**src/kde_pkg.sv**
```systemverilog
`timescale 1ns / 1ps

package kde_pkg;

    localparam int KDE_MAX_CHARS = 7;
    localparam int MANT_W        = 24;
    localparam int PLACES_W      = 3;
    localparam int COUNT_W       = 3;
    localparam int CODE_W        = 4;
    localparam int PC_W          = 3;

    localparam logic [CODE_W-1:0] KC_ZERO  = 4'd0;
    localparam logic [CODE_W-1:0] KC_NINE  = 4'd9;
    localparam logic [CODE_W-1:0] KC_POINT = 4'd10;
    localparam logic [CODE_W-1:0] KC_ENTER = 4'd11;
    localparam logic [CODE_W-1:0] KC_BACK  = 4'd12;
    localparam logic [CODE_W-1:0] KC_FILL  = 4'd13;

    localparam logic [CODE_W-1:0] KEY_MAP [16] = '{
        4'd1,     4'd2, 4'd3,     KC_FILL,
        4'd4,     4'd5, 4'd6,     KC_BACK,
        4'd7,     4'd8, 4'd9,     KC_FILL,
        KC_POINT, 4'd0, KC_ENTER, KC_FILL
    };

    localparam logic [PC_W-1:0] STEP_FETCH = 3'd0;
    localparam logic [PC_W-1:0] STEP_EDIT  = 3'd1;
    localparam logic [PC_W-1:0] STEP_TEST  = 3'd2;
    localparam logic [PC_W-1:0] STEP_ACCUM = 3'd3;
    localparam logic [PC_W-1:0] STEP_EMIT  = 3'd4;
    localparam logic [PC_W-1:0] STEP_HOLD  = 3'd5;

    typedef struct packed {
        logic       key_flag;
        logic [3:0] row_lines;
        logic [3:0] col_lines;
    } t_in_item;

    typedef struct packed {
        logic [MANT_W-1:0]   mantissa;
        logic [PLACES_W-1:0] decimal_places;
        logic                confirmed;
        logic [COUNT_W-1:0]  char_count;
    } t_out_item;

    typedef enum logic [2:0] {
        CND_NEXT,
        CND_ALWAYS,
        CND_NO_INPUT,
        CND_LOOP_DONE,
        CND_OUT_FREE
    } t_cond;

    typedef struct packed {
        logic            take;
        logic            edit;
        logic            accum;
        logic            emit;
        t_cond           cond;
        logic [PC_W-1:0] target;
    } t_ctrl;

    typedef struct packed {
        logic loop_done;
        logic out_free;
    } t_status;

    function automatic t_ctrl ucode(logic [PC_W-1:0] pc);
        t_ctrl w;
        w = '{take: 1'b0, edit: 1'b0, accum: 1'b0, emit: 1'b0,
              cond: CND_ALWAYS, target: STEP_FETCH};
        unique case (pc)
            STEP_FETCH: begin
                w.take   = 1'b1;
                w.cond   = CND_NO_INPUT;
                w.target = STEP_FETCH;
            end
            STEP_EDIT: begin
                w.edit = 1'b1;
                w.cond = CND_NEXT;
            end
            STEP_TEST: begin
                w.cond   = CND_LOOP_DONE;
                w.target = STEP_EMIT;
            end
            STEP_ACCUM: begin
                w.accum  = 1'b1;
                w.cond   = CND_ALWAYS;
                w.target = STEP_TEST;
            end
            STEP_EMIT: begin
                w.emit   = 1'b1;
                w.cond   = CND_OUT_FREE;
                w.target = STEP_FETCH;
            end
            STEP_HOLD: begin
                w.cond   = CND_ALWAYS;
                w.target = STEP_EMIT;
            end
            default: begin
                w.cond   = CND_ALWAYS;
                w.target = STEP_FETCH;
            end
        endcase
        return w;
    endfunction

    function automatic logic [CODE_W-1:0] decode_key(
        logic       flag,
        logic [3:0] rows,
        logic [3:0] cols
    );
        logic [1:0]        r;
        logic [1:0]        c;
        logic              r_hit;
        logic              c_hit;
        logic [CODE_W-1:0] code;
        r     = 2'd0;
        c     = 2'd0;
        r_hit = 1'b0;
        c_hit = 1'b0;
        for (int i = 3; i >= 0; i--) begin
            if (!rows[i]) begin
                r     = 2'(i);
                r_hit = 1'b1;
            end
            if (!cols[i]) begin
                c     = 2'(i);
                c_hit = 1'b1;
            end
        end
        code = KEY_MAP[{r, c}];
        if (!flag || !r_hit || !c_hit) begin
            code = KC_FILL;
        end
        return code;
    endfunction

endpackage

```
**src/kde_ram.sv**
```systemverilog
`timescale 1ns / 1ps

module kde_ram #(
    parameter int WIDTH = 4,
    parameter int DEPTH = 7,
    localparam int AW = (DEPTH > 1) ? $clog2(DEPTH) : 1
) (
    input  logic             i_clk,
    input  logic             i_we,
    input  logic [AW-1:0]    i_waddr,
    input  logic [WIDTH-1:0] i_wdata,
    input  logic [AW-1:0]    i_raddr,
    output logic [WIDTH-1:0] o_rdata
);

    logic [WIDTH-1:0] mem [DEPTH];
    logic [WIDTH-1:0] r_rdata;

    always_ff @(posedge i_clk) begin
        if (i_we) begin
            mem[i_waddr] <= i_wdata;
        end
        r_rdata <= mem[i_raddr];
    end

    assign o_rdata = r_rdata;

endmodule

```
**src/kde_seq.sv**
```systemverilog
`timescale 1ns / 1ps

module kde_seq (
    input  logic             i_clk,
    input  logic             i_rst_n,
    input  logic             i_in_valid,
    input  kde_pkg::t_status i_status,
    output kde_pkg::t_ctrl   o_ctrl
);
    import kde_pkg::*;

    logic [PC_W-1:0] r_pc;
    logic [PC_W-1:0] n_pc;
    t_ctrl           w;
    logic            jump;

    always_comb begin
        w = ucode(r_pc);
        unique case (w.cond)
            CND_NEXT:      jump = 1'b0;
            CND_ALWAYS:    jump = 1'b1;
            CND_NO_INPUT:  jump = !i_in_valid;
            CND_LOOP_DONE: jump = i_status.loop_done;
            CND_OUT_FREE:  jump = i_status.out_free;
            default:       jump = 1'b1;
        endcase
        n_pc = jump ? w.target : r_pc + 1'b1;
    end

    always_ff @(posedge i_clk) begin
        if (!i_rst_n) begin
            r_pc <= STEP_FETCH;
        end else begin
            r_pc <= n_pc;
        end
    end

    assign o_ctrl = w;

endmodule

```
**src/kde_datapath.sv**
```systemverilog
`timescale 1ns / 1ps

module kde_datapath #(
    parameter int MAX_CHARS = kde_pkg::KDE_MAX_CHARS
) (
    input  logic               i_clk,
    input  logic               i_rst_n,
    input  kde_pkg::t_ctrl     i_ctrl,
    input  logic               i_in_valid,
    input  kde_pkg::t_in_item  i_in_item,
    output kde_pkg::t_status   o_status,
    output logic               o_out_valid,
    input  logic               i_out_stall,
    output kde_pkg::t_out_item o_out_item
);
    import kde_pkg::*;

    localparam int LW = $clog2(MAX_CHARS + 1);
    localparam int AW = (MAX_CHARS > 1) ? $clog2(MAX_CHARS) : 1;
    localparam logic [LW-1:0] LEN_MAX = LW'(MAX_CHARS);

    logic [CODE_W-1:0]   r_kind;
    logic [LW-1:0]       r_len;
    logic [LW-1:0]       n_len;
    logic [LW-1:0]       r_idx;
    logic [MANT_W-1:0]   r_mant;
    logic [PLACES_W-1:0] r_places;
    logic                r_seen;
    logic                r_confirmed;
    logic                r_out_valid;
    t_out_item           r_out;

    logic                room;
    logic                we;
    logic [CODE_W-1:0]   wdata;
    logic [CODE_W-1:0]   rdata;
    logic                out_free;

    kde_ram #(
        .WIDTH (CODE_W),
        .DEPTH (MAX_CHARS)
    ) u_chars (
        .i_clk   (i_clk),
        .i_we    (we),
        .i_waddr (r_len[AW-1:0]),
        .i_wdata (wdata),
        .i_raddr (r_idx[AW-1:0]),
        .o_rdata (rdata)
    );

    assign room     = r_len < LEN_MAX;
    assign out_free = !r_out_valid || !i_out_stall;

    always_comb begin
        we    = 1'b0;
        wdata = KC_ZERO;
        n_len = r_len;
        if (i_ctrl.edit) begin
            priority if (r_kind <= KC_NINE && room) begin
                we    = 1'b1;
                wdata = r_kind;
                n_len = r_len + 1'b1;
            end else if (r_kind == KC_ENTER) begin
                n_len = r_len;
            end else if (r_kind == KC_BACK) begin
                if (r_len != '0) begin
                    n_len = r_len - 1'b1;
                end
            end else if (r_kind == KC_POINT && room) begin
                we    = 1'b1;
                wdata = KC_POINT;
                n_len = r_len + 1'b1;
            end else if (room) begin
                we    = 1'b1;
                wdata = KC_ZERO;
                n_len = r_len + 1'b1;
            end else begin
                n_len = r_len;
            end
        end else if (i_ctrl.emit && out_free && r_confirmed) begin
            n_len = '0;
        end
    end

    always_ff @(posedge i_clk) begin
        if (!i_rst_n) begin
            r_len       <= '0;
            r_out_valid <= 1'b0;
        end else begin
            r_len <= n_len;
            if (i_ctrl.emit && out_free) begin
                r_out_valid <= 1'b1;
            end else if (!i_out_stall) begin
                r_out_valid <= 1'b0;
            end
        end
    end

    always_ff @(posedge i_clk) begin
        if (i_ctrl.take && i_in_valid) begin
            r_kind <= decode_key(i_in_item.key_flag, i_in_item.row_lines,
                                 i_in_item.col_lines);
        end
        if (i_ctrl.edit) begin
            r_confirmed <= (r_kind == KC_ENTER);
            r_idx       <= '0;
            r_mant      <= '0;
            r_places    <= '0;
            r_seen      <= 1'b0;
        end
        if (i_ctrl.accum) begin
            r_idx    <= r_idx + 1'b1;
            r_places <= r_places + PLACES_W'(r_seen);
            if (rdata == KC_POINT) begin
                r_seen <= 1'b1;
            end else begin
                r_mant <= (r_mant << 3) + (r_mant << 1) + MANT_W'(rdata);
            end
        end
        if (i_ctrl.emit && out_free) begin
            r_out.mantissa       <= r_mant;
            r_out.decimal_places <= r_places;
            r_out.confirmed      <= r_confirmed;
            r_out.char_count     <= COUNT_W'(r_len);
        end
    end

    assign o_status.loop_done = r_idx >= r_len;
    assign o_status.out_free  = out_free;
    assign o_out_valid        = r_out_valid;
    assign o_out_item         = r_out;

`ifndef SYNTHESIS
    a_len_bound: assert property (@(posedge i_clk) disable iff (!i_rst_n)
        r_len <= LEN_MAX)
        else $error("entry length beyond capacity");

    a_confirm_clears: assert property (@(posedge i_clk) disable iff (!i_rst_n)
        (i_ctrl.emit && out_free && r_confirmed) |=> (r_len == '0))
        else $error("confirm did not clear entry length");

    a_accum_in_range: assert property (@(posedge i_clk) disable iff (!i_rst_n)
        i_ctrl.accum |-> (r_idx < r_len))
        else $error("accumulation read past entry length");

    a_load_when_free: assert property (@(posedge i_clk) disable iff (!i_rst_n)
        (r_out_valid && i_out_stall && !(i_ctrl.emit && out_free))
            |=> (r_out_valid && $stable(r_out)))
        else $error("held result lost or overwritten");
`endif

endmodule

```
**src/keypad_decimal_entry.sv**
```systemverilog
`timescale 1ns / 1ps

// Numeric entry from a 4x4 matrix keypad.
// Input channel (i_in_valid / o_in_stall / i_in_item): one key event per
// transfer, carrying the key flag and the sampled active-low row and column
// lines. Output channel (o_out_valid / i_out_stall / o_out_item): exactly one
// result per event, giving the entry buffer as a decimal mantissa, places
// after the first point, a confirm flag and the character count.
// For each event the microcode takes the key at its fetch step, edits the
// buffer, then walks the buffer one character at a time, alternating a test
// and an accumulate step, through the registered read port of the character
// store, and loads the result at its emit step. Once the result is loaded
// the sequencer goes straight back to its fetch step; a new event is taken
// only at the fetch step, so none is taken before the last result is loaded.
// The result register parts the two sides: while it is held by i_out_stall
// the next event is still taken and worked; the sequencer waits only when it
// must load a new result over one not yet transferred.
// Reset (i_rst_n low, synchronous) empties the buffer and drops any pending
// result; the character store is not cleared, since only entries below the
// length are ever read.
module keypad_decimal_entry #(
    parameter int MAX_CHARS = kde_pkg::KDE_MAX_CHARS
) (
    input  logic               i_clk,
    input  logic               i_rst_n,
    input  logic               i_in_valid,
    output logic               o_in_stall,
    input  kde_pkg::t_in_item  i_in_item,
    output logic               o_out_valid,
    input  logic               i_out_stall,
    output kde_pkg::t_out_item o_out_item
);
    import kde_pkg::*;

    t_ctrl   ctrl;
    t_status status;

    kde_seq u_seq (
        .i_clk      (i_clk),
        .i_rst_n    (i_rst_n),
        .i_in_valid (i_in_valid),
        .i_status   (status),
        .o_ctrl     (ctrl)
    );

    kde_datapath #(
        .MAX_CHARS (MAX_CHARS)
    ) u_datapath (
        .i_clk       (i_clk),
        .i_rst_n     (i_rst_n),
        .i_ctrl      (ctrl),
        .i_in_valid  (i_in_valid),
        .i_in_item   (i_in_item),
        .o_status    (status),
        .o_out_valid (o_out_valid),
        .i_out_stall (i_out_stall),
        .o_out_item  (o_out_item)
    );

    assign o_in_stall = !ctrl.take;

endmodule
```
**config.mk**
```make
export PLATFORM = sky130hd
export DESIGN_NAME = keypad_decimal_entry
export DESIGN_NICKNAME = d
export VERILOG_FILES = /design/src/kde_pkg.sv /design/src/kde_ram.sv /design/src/kde_seq.sv /design/src/kde_datapath.sv /design/src/keypad_decimal_entry.sv
export SDC_FILE = /design/constraint.sdc
export NUM_CORES = 1
export LEC_CHECK = 0
export ABC_AREA = 1
export BUFFER_PORTS_ARGS = -buffer_cell sky130_fd_sc_hd__buf_2
export CAP_MARGIN = 20
export CORE_UTILIZATION = 45
export DETAILED_ROUTE_END_ITERATION = 6
export PLACE_DENSITY = 0.69
export RECOVER_POWER = 100
export REMOVE_ABC_BUFFERS = 1
export SLEW_MARGIN = 20
export SYNTH_ARGS = -nofsm -noshare
export SYNTH_HDL_FRONTEND = slang
export SYNTH_SLANG_ARGS = --single-unit
```
**constraint.sdc**
```tcl
create_clock -name i_clk -period 4.2 [get_ports i_clk]
set_input_delay 0.42 -clock i_clk [delete_from_list [all_inputs] [get_ports i_clk]]
set_output_delay 0.42 -clock i_clk [all_outputs]
set_load 0.02 [all_outputs]
```
==> out/metrics.yaml <==
timing:
  slew_violations: 0
  fmax_mhz: 335
  layout_setup_ws_ns: 1.22
  fin_crit_ns: 2.98
  setup_tns_ns: 0
  finalHoldViolCount: 0
  worstMarginPinSlew_ns: 1.24
  slew_headroom_pct: 17.4
  clock-skew-final_ns: 0.0110
  fin_crit_sh_pct: 71.0
  setup_viol: 0
  rsz0062_at_grt: "false"
run:
  cap_violations: 0
clock_network:
  numCtsBuffers: 9
  clockBufferDepth: 2
  clk_latency_ns: 0.37
  htree_levels: 3
  cts.sinks: 106
  cts_tree: "done"
  cts_resized: 0
  cts_root_buf: "clkbuf_16"
  cts_hold_buf: 0
  clk_pin_slew_worst_paths_ns: 0.07
  post_cts_buffers: 0
pwr:
  p_leak_nw: 3.14
  switching_share_pct: 36.5
  total_power_mw: 3.43
  power.switching_mw: 1.25
  p_comb_share_pct: 30.2
  p_clk_share_pct: 25.6
  power_density_mw_per_mm2: 518
  p_int_mw: 2.17
  vdd_drop_max_uv: 281
  seqPwrFrac_pct: 44.1
layout:
  area_growth_pct: 10.6
  final_area_mm2: 0.00661
  drive_above_1_share_pct: 5.47
  n_antenna_cell: 0
  nets: 818
hold_path:
  worstHoldEndpoint: "u_seq.r_pc[2]"
  hp-class: "in2reg"
  hold-path-cell-count: 3
  min_from: "i_rst_n"
logic_synthesis:
  synth.largest_area_cell: "edfxtp_1"
  syn_avg_cell_area_um2: 8.63
  ys_async_sr_fraction_pct: 0
  synth_edf_count: 70
  yosysWarnings: 0
  ys.flop_type: "edfxtp_1"
  yosys-top-cells-area: "edfxtp_1, nand2_1, ha_1, dfxtp_1, inv_1"
  mappedNetlistArea_mm2: 0.00598
  syn-instance-count: 693
  synth_cell_type_count: 39
  synth-seq-cells: 106
  yosys.area.top_type_share_pct: 35.2
  yosysSeqAreaShare_pct: 47.2
global_routing:
  grt.total_usage_pct: 20.0
  grt_pass1_vias: 4682
  grt_max_degree: 33
  gr-total-overflow: 0
  antenna_found_initial: 0
  grt_pass1_wl_um: 20900
critical_path:
  rr_endpoint: "u_datapath.o_out_item[14]"
  required_ns: 4.18
  crit_arrival_ns: 2.96
  cp-start-kind: "register"
  crit_fanout: 23
  ff2ff_setup_slack_ns: 1.22
  critPathKind: "reg2reg"
  end_kind: "register"
  reg2reg_from: "u_seq.r_pc[0]"
  reg2reg_depth: 5
status:
  status: "complete, no violations"
detailed_routing:
  drcViolationCount: 0
  ant_nets: 0
  avgRoutedWirePerCell_um: 13.2
  via_per_inst: 5.04
  vias: 4644
  drtPass1Iterations: 4
  drt-total-wl_um: 12100
  drt-initial-drc-count: 216
floorplanning:
  die_height_um: 117
  rows: 41
  die-width_um: 117
  io-pin-count: 46
  start_util_pct: 46.8
  die_area_mm2: 0.0138
  coreArea_mm2: 0.0128
placement:
  globalplace.congestion: 0.892
  placedInstanceArea_mm2: 0.00640
  dpl.hpwl_um: 9360
  preCtsSetupSlack_ns: 1.73
  port_buffers: 45
[worst max-delay path, stage by stage, from the launching register on]
cell      delay [ns]
dfxtp_1         0.34
inv_1           0.10
ha_1            0.20
nand2_1         0.10
a21oi_1         0.86
clkbuf_1        0.98
[power groups by stage]
stage	logic [mW]	clock network, mW	registers (mW)
6_report	1.04	0.877	1.51
5_1_grt	1.20	0.934	1.54
4_1_cts	1.10	0.896	1.51
3_5_place_dp	1.09	0	1.53
3_3_place_gp	1.06	0	1.53
2_1_floorplan	0.692	0	1.60
[cell type report]
type                       instances  area [um2]
fill                            1222        6160
sequential                       106        2820
multi-input combinational        485        2720
inverter                          96         360
clock buffer                      10         229
tap                              172         215
timing repair buffer              46         185
clock inverter                     6        81.3
[cell usage after synthesis (13+ instances only)]
master,instances
nand3_1,30
nor2_1,46
edfxtp_1,70
o21ai_0,18
nor3_1,13
ha_1,59
nand2_1,213
inv_2,13
dfxtp_1,36
inv_1,83
a21oi_1,35
[flip-flops by register name (all words and copies together) (netlist names)]
signal	flops
u_datapath.o_out_item	31
u_datapath.u_chars.mem	28
u_datapath.r_mant	24
u_datapath.r_kind	4
u_datapath.u_chars.o_rdata	4
u_datapath.r_idx	3
u_datapath.r_len	3
u_datapath.r_places	3
u_seq.r_pc	3
u_datapath.o_out_valid	1
u_datapath.r_confirmed	1
u_datapath.r_seen	1
[layer usage]
metal  share of wire, %  track usage, %  vias up
met2                 51            35.8       76
met5                  0               0        -
met1                 43            22.1     2150
li1                   -               -     2392
met4                3.2            8.95        0
met3                3.4            5.51       26
[worst max-delay path by stage]
stage	startpoint	to	slack [ns]	cells past startpoint
CTS	u_datapath.r_mant[0]	u_datapath.r_mant[12]	1.72	13
floorplan	u_seq.r_pc[0]	u_datapath.r_len[1]	1.34	9
global placement	u_datapath.r_mant[0]	u_datapath.r_mant[12]	1.79	13
global route	u_seq.r_pc[1]	u_datapath.o_out_item[14]	0.97	5
finish	u_seq.r_pc[0]	u_datapath.o_out_item[14]	1.22	5
detailed placement	u_datapath.r_mant[0]	u_datapath.r_mant[12]	1.73	13
[layout by cell type, fill, tap and decap left out, types with 4 or more instances in the layout]
cell type  count
inv_1         85
clkbuf_16      9
nand3b_1       4
xnor2_1        8
nand3_1       30
dfxtp_1       36
clkbuf_1      37
a32o_1         4
nor3_1        15
nand4_1        6
edfxtp_1      70
a211oi_1       8
nor2_1        49
inv_6          4
xor2_1         4
a21oi_1       35
inv_2         10
nand2_1      218
ha_1          59
buf_2         10
o21ai_0       20
[cells by family (layout without fill, tap and decap cells)]
family / count (synthesis) / count (layout) / synth area share (%)
xor gates and xnor gates: 12 / 12 / 1.76
AOI/OAI and AO/OA: 83 / 83 / 8.31
buffers and inverters: 102 / 158 / 6.47
DFF: 106 / 106 / 47.2
adders and majority gates: 61 / 61 / 13.0
and+or+nand+nor: 329 / 329 / 23.2
[through the flow]
stage	std cells	hold slack (ns)	util, %
6_report	921	0.322	51.8
5_1_grt	921	0.328	51.8
2_1_floorplan	687	0.426	-
3_3_place_gp	904	0.444	50.1
3_5_place_dp	904	0.448	50.1
4_1_cts	920	0.310	52.6
Power figures use the tool's default switching activity.
